**config.mk**
```make
export PLATFORM = sky130hd
export DESIGN_NAME = pitch_snap_to_scale
export DESIGN_NICKNAME = d
export VERILOG_FILES = /design/src/hw/rtl/pss_pkg.sv /design/src/hw/rtl/pss_ctrl.sv /design/src/hw/rtl/pss_datapath.sv /design/src/hw/rtl/pitch_snap_to_scale.sv
export SDC_FILE = /design/constraint.sdc
export NUM_CORES = 2
export LEC_CHECK = 0
export BUFFER_PORTS_ARGS = -buffer_cell sky130_fd_sc_hd__buf_2
export CORE_MARGIN = 2
export CORE_UTILIZATION = 55
export DETAILED_ROUTE_END_ITERATION = 10
export GPL_ROUTABILITY_DRIVEN = 1
export PLACE_DENSITY_LB_ADDON = 0.1
export REMOVE_ABC_BUFFERS = 1
export SLEW_MARGIN = 15
export SYNTH_ARGS = -nofsm -noshare
export SYNTH_HDL_FRONTEND = slang
export SYNTH_SLANG_ARGS = --single-unit
```
**constraint.sdc**
```tcl
create_clock -name clock -period 16.85 [get_ports clock]
set_input_delay 5.055 -clock clock [delete_from_list [all_inputs] [get_ports clock]]
set_output_delay 5.055 -clock clock [all_outputs]
set_load 0.005 [all_outputs]
```
**src/hw/rtl/pss_pkg.sv**
```systemverilog
`default_nettype none

package pss_pkg;

   localparam int FREQ_W  = 24;
   localparam int ENTRY_W = 23;
   localparam int IDX_W   = 4;
   localparam int COUNT_W = 5;
   localparam int PROD_W  = 2 * ENTRY_W;
   localparam int DATA_W  = 32;
   localparam int REQ_PAD_W = DATA_W - IDX_W - FREQ_W;
   localparam int RSP_PAD_W = DATA_W - FREQ_W - IDX_W;

   localparam logic OP_LOAD = 1'b0;
   localparam logic OP_SNAP = 1'b1;

   typedef struct packed {
      logic accept_load;
      logic accept_snap;
      logic mul;
      logic cmp;
      logic out_load;
   } pss_cmd_type;

   typedef struct packed {
      logic snap_op;
      logic direct;
      logic cand_last;
      logic out_busy;
   } pss_status_type;

endpackage

`default_nettype wire

```
**src/hw/rtl/pss_ctrl.sv**
```systemverilog
`default_nettype none

module pss_ctrl (
   input  wire logic                    clock,
   input  wire logic                    reset,
   input  wire logic                    req_tvalid,
   output logic                         req_tready,
   input  wire pss_pkg::pss_status_type status,
   output pss_pkg::pss_cmd_type         cmd
);
   import pss_pkg::*;

   localparam logic [2:0] ST_IDLE   = 3'd0;
   localparam logic [2:0] ST_READ   = 3'd1;
   localparam logic [2:0] ST_MUL    = 3'd2;
   localparam logic [2:0] ST_CMP    = 3'd3;
   localparam logic [2:0] ST_FINISH = 3'd4;

   logic [2:0] state_ff;
   logic [2:0] state_in;

   always_comb begin
      state_in   = state_ff;
      cmd        = '0;
      req_tready = 1'b0;
      unique case (state_ff)
         ST_IDLE: begin
            req_tready = 1'b1;
            if (req_tvalid) begin
               if (status.snap_op == OP_SNAP) begin
                  cmd.accept_snap = 1'b1;
                  // non-positive input or empty scale needs no search
                  state_in = status.direct ? ST_FINISH : ST_READ;
               end else begin
                  cmd.accept_load = 1'b1;
               end
            end
         end
         ST_READ: begin
            state_in = ST_MUL;
         end
         ST_MUL: begin
            cmd.mul  = 1'b1;
            state_in = ST_CMP;
         end
         ST_CMP: begin
            cmd.cmp  = 1'b1;
            state_in = status.cand_last ? ST_FINISH : ST_MUL;
         end
         ST_FINISH: begin
            // hold until the output register is free
            if (!status.out_busy) begin
               cmd.out_load = 1'b1;
               state_in     = ST_IDLE;
            end
         end
         default: begin
            state_in = ST_IDLE;
         end
      endcase
   end

   always_ff @(posedge clock) begin
      if (reset) begin
         state_ff <= ST_IDLE;
      end else begin
         state_ff <= state_in;
      end
   end

endmodule

`default_nettype wire

```
**src/hw/rtl/pss_datapath.sv**
```systemverilog
`default_nettype none

module pss_datapath #(
   parameter int SCALE_DEPTH = 16
) (
   input  wire logic                         clock,
   input  wire logic                         reset,
   input  wire logic                         csr_wr_en,
   input  wire logic [pss_pkg::COUNT_W-1:0]  csr_wr_data,
   input  wire logic [pss_pkg::DATA_W-1:0]   req_tdata,
   input  wire logic                         req_tuser,
   input  wire logic                         req_tlast,
   output logic                              rsp_tvalid,
   input  wire logic                         rsp_tready,
   output logic [pss_pkg::DATA_W-1:0]        rsp_tdata,
   output logic                              rsp_tuser,
   output logic                              rsp_tlast,
   input  wire pss_pkg::pss_cmd_type         cmd,
   output pss_pkg::pss_status_type           status
);
   import pss_pkg::*;

   localparam int ADDR_W = (SCALE_DEPTH > 1) ? $clog2(SCALE_DEPTH) : 1;
   localparam int CNT_W  = $clog2(SCALE_DEPTH + 1);

   logic [IDX_W-1:0]   req_idx;
   logic [FREQ_W-1:0]  req_freq;
   logic               req_pos;
   logic [CNT_W-1:0]   n_in;

   logic [COUNT_W-1:0] count_ff;

   logic [ENTRY_W-1:0] mem [SCALE_DEPTH];
   logic [ENTRY_W-1:0] rd_data_ff;

   logic [FREQ_W-1:0]  f_ff;
   logic               pos_ff;
   logic               last_ff;
   logic [CNT_W-1:0]   n_ff;
   logic [CNT_W-1:0]   j_ff;
   logic               is_last;

   logic [ENTRY_W-1:0] fu;
   logic [ENTRY_W-1:0] hi_in;
   logic [ENTRY_W-1:0] lo_in;
   logic [PROD_W-1:0]  prod_a_in;
   logic [PROD_W-1:0]  prod_b_in;

   logic [PROD_W-1:0]  prod_a_ff;
   logic [PROD_W-1:0]  prod_b_ff;
   logic [ENTRY_W-1:0] cand_hi_ff;
   logic [ENTRY_W-1:0] cand_lo_ff;
   logic [ENTRY_W-1:0] cand_s_ff;
   logic [ADDR_W-1:0]  cand_idx_ff;
   logic               cand_last_ff;

   logic [ENTRY_W-1:0] best_hi_ff;
   logic [ENTRY_W-1:0] best_lo_ff;
   logic [ENTRY_W-1:0] best_s_ff;
   logic [ADDR_W-1:0]  best_idx_ff;
   logic               found_ff;
   logic               take;

   logic               rsp_valid_ff;
   logic [FREQ_W-1:0]  out_freq_ff;
   logic [IDX_W-1:0]   out_idx_ff;
   logic               out_matched_ff;
   logic               out_last_ff;
   logic [FREQ_W-1:0]  out_freq_in;
   logic [IDX_W-1:0]   out_idx_in;

   assign req_idx  = req_tdata[IDX_W-1:0];
   assign req_freq = req_tdata[IDX_W +: FREQ_W];
   assign req_pos  = !req_freq[FREQ_W-1] && (req_freq != '0);

   // saturate the entry count to the table depth
   assign n_in = (32'(count_ff) > SCALE_DEPTH) ? CNT_W'(SCALE_DEPTH) : CNT_W'(count_ff);

   assign status.snap_op   = req_tuser;
   assign status.direct    = !req_pos || (n_in == '0);
   assign status.cand_last = cand_last_ff;
   assign status.out_busy  = rsp_valid_ff && !rsp_tready;

   always_ff @(posedge clock) begin
      if (reset) begin
         count_ff <= '0;
      end else if (csr_wr_en) begin
         count_ff <= csr_wr_data;
      end
   end

   // scale table: one write port, one registered read port
   always_ff @(posedge clock) begin
      if (cmd.accept_load && (32'(req_idx) < SCALE_DEPTH)) begin
         mem[ADDR_W'(req_idx)] <= req_pos ? req_freq[ENTRY_W-1:0] : '0;
      end
      rd_data_ff <= mem[j_ff[ADDR_W-1:0]];
   end

   assign is_last = (j_ff == (n_ff - CNT_W'(1)));

   assign fu        = f_ff[ENTRY_W-1:0];
   assign hi_in     = (rd_data_ff > fu) ? rd_data_ff : fu;
   assign lo_in     = (rd_data_ff > fu) ? fu : rd_data_ff;
   assign prod_a_in = PROD_W'(hi_in) * PROD_W'(best_lo_ff);
   assign prod_b_in = PROD_W'(best_hi_ff) * PROD_W'(lo_in);

   // strict less-than keeps the earlier entry on a tie
   assign take = (cand_s_ff != '0) && (!found_ff || (prod_a_ff < prod_b_ff));

   always_ff @(posedge clock) begin
      if (cmd.accept_snap) begin
         f_ff    <= req_freq;
         pos_ff  <= req_pos;
         last_ff <= req_tlast;
         n_ff    <= n_in;
      end
      if (cmd.mul) begin
         prod_a_ff    <= prod_a_in;
         prod_b_ff    <= prod_b_in;
         cand_hi_ff   <= hi_in;
         cand_lo_ff   <= lo_in;
         cand_s_ff    <= rd_data_ff;
         cand_idx_ff  <= j_ff[ADDR_W-1:0];
         cand_last_ff <= is_last;
      end
      if (cmd.cmp && take) begin
         best_hi_ff  <= cand_hi_ff;
         best_lo_ff  <= cand_lo_ff;
         best_s_ff   <= cand_s_ff;
         best_idx_ff <= cand_idx_ff;
      end
   end

   always_ff @(posedge clock) begin
      if (reset) begin
         j_ff     <= '0;
         found_ff <= 1'b0;
      end else begin
         if (cmd.accept_snap) begin
            j_ff     <= '0;
            found_ff <= 1'b0;
         end else begin
            // advance the read address, but never past the last entry
            if (cmd.mul && !is_last) begin
               j_ff <= j_ff + CNT_W'(1);
            end
            if (cmd.cmp && take) begin
               found_ff <= 1'b1;
            end
         end
      end
   end

   always_comb begin
      if (!pos_ff) begin
         out_freq_in = f_ff;
         out_idx_in  = '0;
      end else if (found_ff) begin
         out_freq_in = FREQ_W'(best_s_ff);
         out_idx_in  = IDX_W'(best_idx_ff);
      end else begin
         out_freq_in = '0;
         out_idx_in  = '0;
      end
   end

   always_ff @(posedge clock) begin
      if (reset) begin
         rsp_valid_ff <= 1'b0;
      end else if (cmd.out_load) begin
         rsp_valid_ff <= 1'b1;
      end else if (rsp_tready) begin
         rsp_valid_ff <= 1'b0;
      end
   end

   always_ff @(posedge clock) begin
      if (cmd.out_load) begin
         out_freq_ff    <= out_freq_in;
         out_idx_ff     <= out_idx_in;
         out_matched_ff <= pos_ff && found_ff;
         out_last_ff    <= last_ff;
      end
   end

   assign rsp_tvalid = rsp_valid_ff;
   assign rsp_tdata  = {{RSP_PAD_W{1'b0}}, out_idx_ff, out_freq_ff};
   assign rsp_tuser  = out_matched_ff;
   assign rsp_tlast  = out_last_ff;

endmodule

`default_nettype wire

```
**src/hw/rtl/pitch_snap_to_scale.sv**
```systemverilog
// Load items are accepted back to back, one per cycle.
// A snap item searching n entries (n = scale_count saturated to SCALE_DEPTH) goes
// through one table read, then a multiply and a compare step per entry, then waits
// until the output register is free; no new item is taken before its result is loaded.
// Non-positive input or an empty scale skips the search and goes straight to that wait.
// Reset clears the controller, scale_count and the output valid; the table is not cleared.
`default_nettype none

module pitch_snap_to_scale #(
   parameter int SCALE_DEPTH = 16
) (
   input  wire logic                         clock,
   input  wire logic                         reset,
   input  wire logic                         csr_wr_en,
   input  wire logic [pss_pkg::COUNT_W-1:0]  csr_wr_data,   // scale_count
   input  wire logic                         req_tvalid,
   output logic                              req_tready,
   input  wire logic [pss_pkg::DATA_W-1:0]   req_tdata,     // entry_index[3:0], frequency[27:4]
   input  wire logic                         req_tuser,     // opcode
   input  wire logic                         req_tlast,     // last_frequency
   output logic                              rsp_tvalid,
   input  wire logic                         rsp_tready,
   output logic [pss_pkg::DATA_W-1:0]        rsp_tdata,     // snapped_frequency[23:0],
                                                            // matched_entry[27:24]
   output logic                              rsp_tuser,     // matched
   output logic                              rsp_tlast      // last_result
);
   import pss_pkg::*;

   pss_cmd_type    cmd;
   pss_status_type status;

   pss_ctrl u_ctrl (
      .clock      (clock),
      .reset      (reset),
      .req_tvalid (req_tvalid),
      .req_tready (req_tready),
      .status     (status),
      .cmd        (cmd)
   );

   pss_datapath #(
      .SCALE_DEPTH (SCALE_DEPTH)
   ) u_datapath (
      .clock       (clock),
      .reset       (reset),
      .csr_wr_en   (csr_wr_en),
      .csr_wr_data (csr_wr_data),
      .req_tdata   (req_tdata),
      .req_tuser   (req_tuser),
      .req_tlast   (req_tlast),
      .rsp_tvalid  (rsp_tvalid),
      .rsp_tready  (rsp_tready),
      .rsp_tdata   (rsp_tdata),
      .rsp_tuser   (rsp_tuser),
      .rsp_tlast   (rsp_tlast),
      .cmd         (cmd),
      .status      (status)
   );

endmodule

`default_nettype wire

```
==> results by group <==
Setup path
  – Crit end category: flop
  – RR Startpoint: u_datapath.f_ff[1]
  – Worst Setup SP: u_datapath.f_ff[1]
  – Critical Path Start Type: flop
  – Setup CP Type: flop to flop
  – Worst-path fanout max: 46
  – Slowest stage delay, CP: ~0.70 ns
  – Critical Path AT: 10.71 ns
  – Worst path required time: 17.22 ns
  – CP max stage cell: o311ai_0

Drt
  – DRC violations left: 0
  – Drt wl/cell: 21.4 um
  – Routed vias: ~38000
  – Router iterations before antenna repair: 6
  – First-iteration detailed-routing DRC count: 2495
  – DRT antenna net count: 0
  – Via density: 5.57
  – Final WL: 147000 um

CTS
  – Num Clock Sinks: 706
  – H-tree depth: 3
  – Clock transition at the registers of the reported paths: 0.06 ns
  – Clock root buffer: clkbuf_16
  – Hold-fix buffer count after cts: 0
  – Setup Buffers After CTS: 0
  – Post-cts resize count: 0
  – CTS Buffer Depth: 3
  – Clock insertion delay at the later pin of the skew report: 0.68 ns
  – Clock tree from TritonCTS: built
  – CTS Buf Count: 74

STA
  – Final Hold Viols: 0
  – Min cycle time layout: 10.34 ns
  – Crit share post-route: 0.614
  – Slew margin rel.: 0.186
  – Setup TNS: 0 ns
  – Slew Limit Fails: 0
  – Count of final setup violators: 0
  – Tightest Pin Transition: 1.22 ns
  – Clk_skew: 0.0614 ns
  – F_max: 0.0967 GHz
  – RSZ-0062 raised after global routing: false

Synth
  – Cells after synthesis: ~5400
  – Synthesized cell area: around 62000 um^2
  – Count of state elements after synthesis: 706
  – Number of synthesized flops with an enable pin: 668
  – Sequential share of the synthesized area: 0.335
  – Ys async rst share: 0
  – Post-synth top area share: 0.323
  – Area contributors post-synth: edfxtp_1, fa_1, ha_1
  – Yosys synthesis warning count: 0
  – Count of different cell masters after synthesis: 77
  – Most used DFF post-synth: edfxtp_1
  – Area leader, netlist: edfxtp_1
  – Synth Area per Inst: 11.6 um^2

Placed design
  – GP Congestion: 0.864
  – Hpwl dp: 106000 um
  – PortBufs: 71

GRT
  – Met2 Use GR: 0.453
  – First-pass GRT wire length: 235000 um
  – Total grt overflow: 0
  – Gr usage total: 0.265
  – GR met3 Demand/Resource: 0.0314
  – Initial antenna violation count: 7
  – Largest net degree at the start of global routing: 68
  – Global routing's busiest layer: met2
  – Number of global-route vias before repair: approximately 41000
  – Global-route met1 utilization: 0.366

Floorplanning
  – Die width: ~340 um
  – Row cnt: 123
  – CORE AREA: 112000 um^2
  – Die ar.: 116000 um^2
  – Die height: 340 um
  – Initial Util: 0.553
  – Num ports: 80

Status
  – Outcome: finished clean

Worst hold path
  – Hold wc startpoint: u_datapath.cand_hi_ff[2]
  – Type of the most critical hold path: flop to flop

Job
  – Max Cap Viol: 0

Finish
  – Post-layout nets: between 6000 and 7000
  – Area grow syn2layout: 6.80%
  – Diode count: 0
  – Share of layout cells above drive strength 1: 0.0807
==> layout make-up <==
type / count / area (um^2)
sequential: 706 / 20800
clock inverter: 44 / 637
timing repair buffer: 120 / 723
clock buffer: 93 / 1960
fill: 9283 / 46000
tap: 1500 / 1880
multi-input combinational: 3346 / 36300
inverter: 1071 / 4020
==> cells in the mapped netlist (31+ instances only) <==
cell	count
a21o_1	68
a21oi_1	116
and2_1	473
buf_2	94
clkbuf_1	141
dfxtp_1	38
edfxtp_1	668
fa_1	876
ha_1	414
inv_1	1071
mux2_4	31
mux4_2	115
nand2_1	689
nor2_1	86
o21ai_0	75
xnor2_1	63
xor2_1	31
==> logic make-up (layout without fill, tap and decap cells) <==
kind of cell,count (synthesis),count (layout),synth area share
compound gates,375,375,0.0392
other cells,1,4,0.0000604
simple gates,1416,1416,0.111
mux,167,167,0.0529
fa+ha+maj,1290,1290,0.366
buf+inv,1325,1328,0.0827
xor+xnor,94,94,0.0132
flops,706,706,0.335
==> cells in the final DEF (no fill, tap or decap), types with 23 or more instances in the layout <==
cell type  synthesis  layout
nand3_1           26      26
fa_1             876     876
nor2_1            86      74
buf_4              4      49
inv_1           1071    1071
o21ai_0           75      75
xor2_1            31      31
mux4_2           115     115
buf_2             94      71
xnor2_1           63      63
a21oi_1          116     115
nand2_1          689     689
ha_1             414     414
dfxtp_1           38      35
and2_1           473     473
a21o_1            68      68
clkbuf_16          0      74
edfxtp_1         668     668
mux2_4            31      31
nor2b_1           23      23
==> state kept, by name (all words and copies together) (netlist names), 3 cells and up <==
signal / flops
u_datapath.mem: 368
u_datapath.prod_a_ff: 46
u_datapath.prod_b_ff: 46
u_datapath.f_ff: 24
u_datapath.out_freq_ff: 24
u_datapath.best_hi_ff: 23
u_datapath.best_lo_ff: 23
u_datapath.best_s_ff: 23
u_datapath.cand_hi_ff: 23
u_datapath.cand_lo_ff: 23
u_datapath.cand_s_ff: 23
u_datapath.rd_data_ff: 23
u_datapath.count_ff: 5
u_datapath.j_ff: 5
u_datapath.n_ff: 5
u_datapath.best_idx_ff: 4
u_datapath.cand_idx_ff: 4
u_datapath.out_idx_ff: 4
u_ctrl.state_ff: 3
==> through the flow <==
step | std cells | cell area [um^2] | setup WS (ns) | util | hold slack [ns]
5_1_grt | 6880 | 66400 | 5.97 | 0.591 | 0.418
3_5_place_dp | 6743 | 63800 | 6.58 | 0.568 | 0.405
4_1_cts | 6880 | 66400 | 6.48 | 0.591 | 0.411
2_1_floorplan | 5123 | 61000 | 2.85 | - | 0.400
3_3_place_gp | 6743 | 63800 | 6.67 | 0.568 | 0.400
6_report | 6880 | 66400 | 6.51 | 0.591 | 0.408
==> worst max-delay path, delay by kind of cell (launching register included) <==
kind / cells / cell delay [ns]
buffers and inverters: 8 / 1.04
muxes: 1 / 0.68
adders and majority gates: 9 / 4.19
AOI/OAI and AO/OA: 11 / 3.09
DFF: 1 / 0.39
and+or+nand+nor: 3 / 0.62
==> layer usage <==
metal / wire (um) / up-vias
li1: - / 16969
met1: 61900 / 20051
met2: 73300 / 1113
met3: 8710 / 188
met4: 3030 / 0
met5: 0 / -
==> final timing paths <==
kind,end,slack (ns),cells after the start
setup / recovery,u_datapath.prod_a_ff[44],6.51,32
hold / removal,u_datapath.best_hi_ff[2],0.41,0
setup reg to reg,u_datapath.prod_a_ff[44],6.51,32
hold reg to reg,u_datapath.best_hi_ff[2],0.41,0
Power is not shown: default switching activity piles up to over one toggle a cycle in this logic, so the estimate is an artifact.
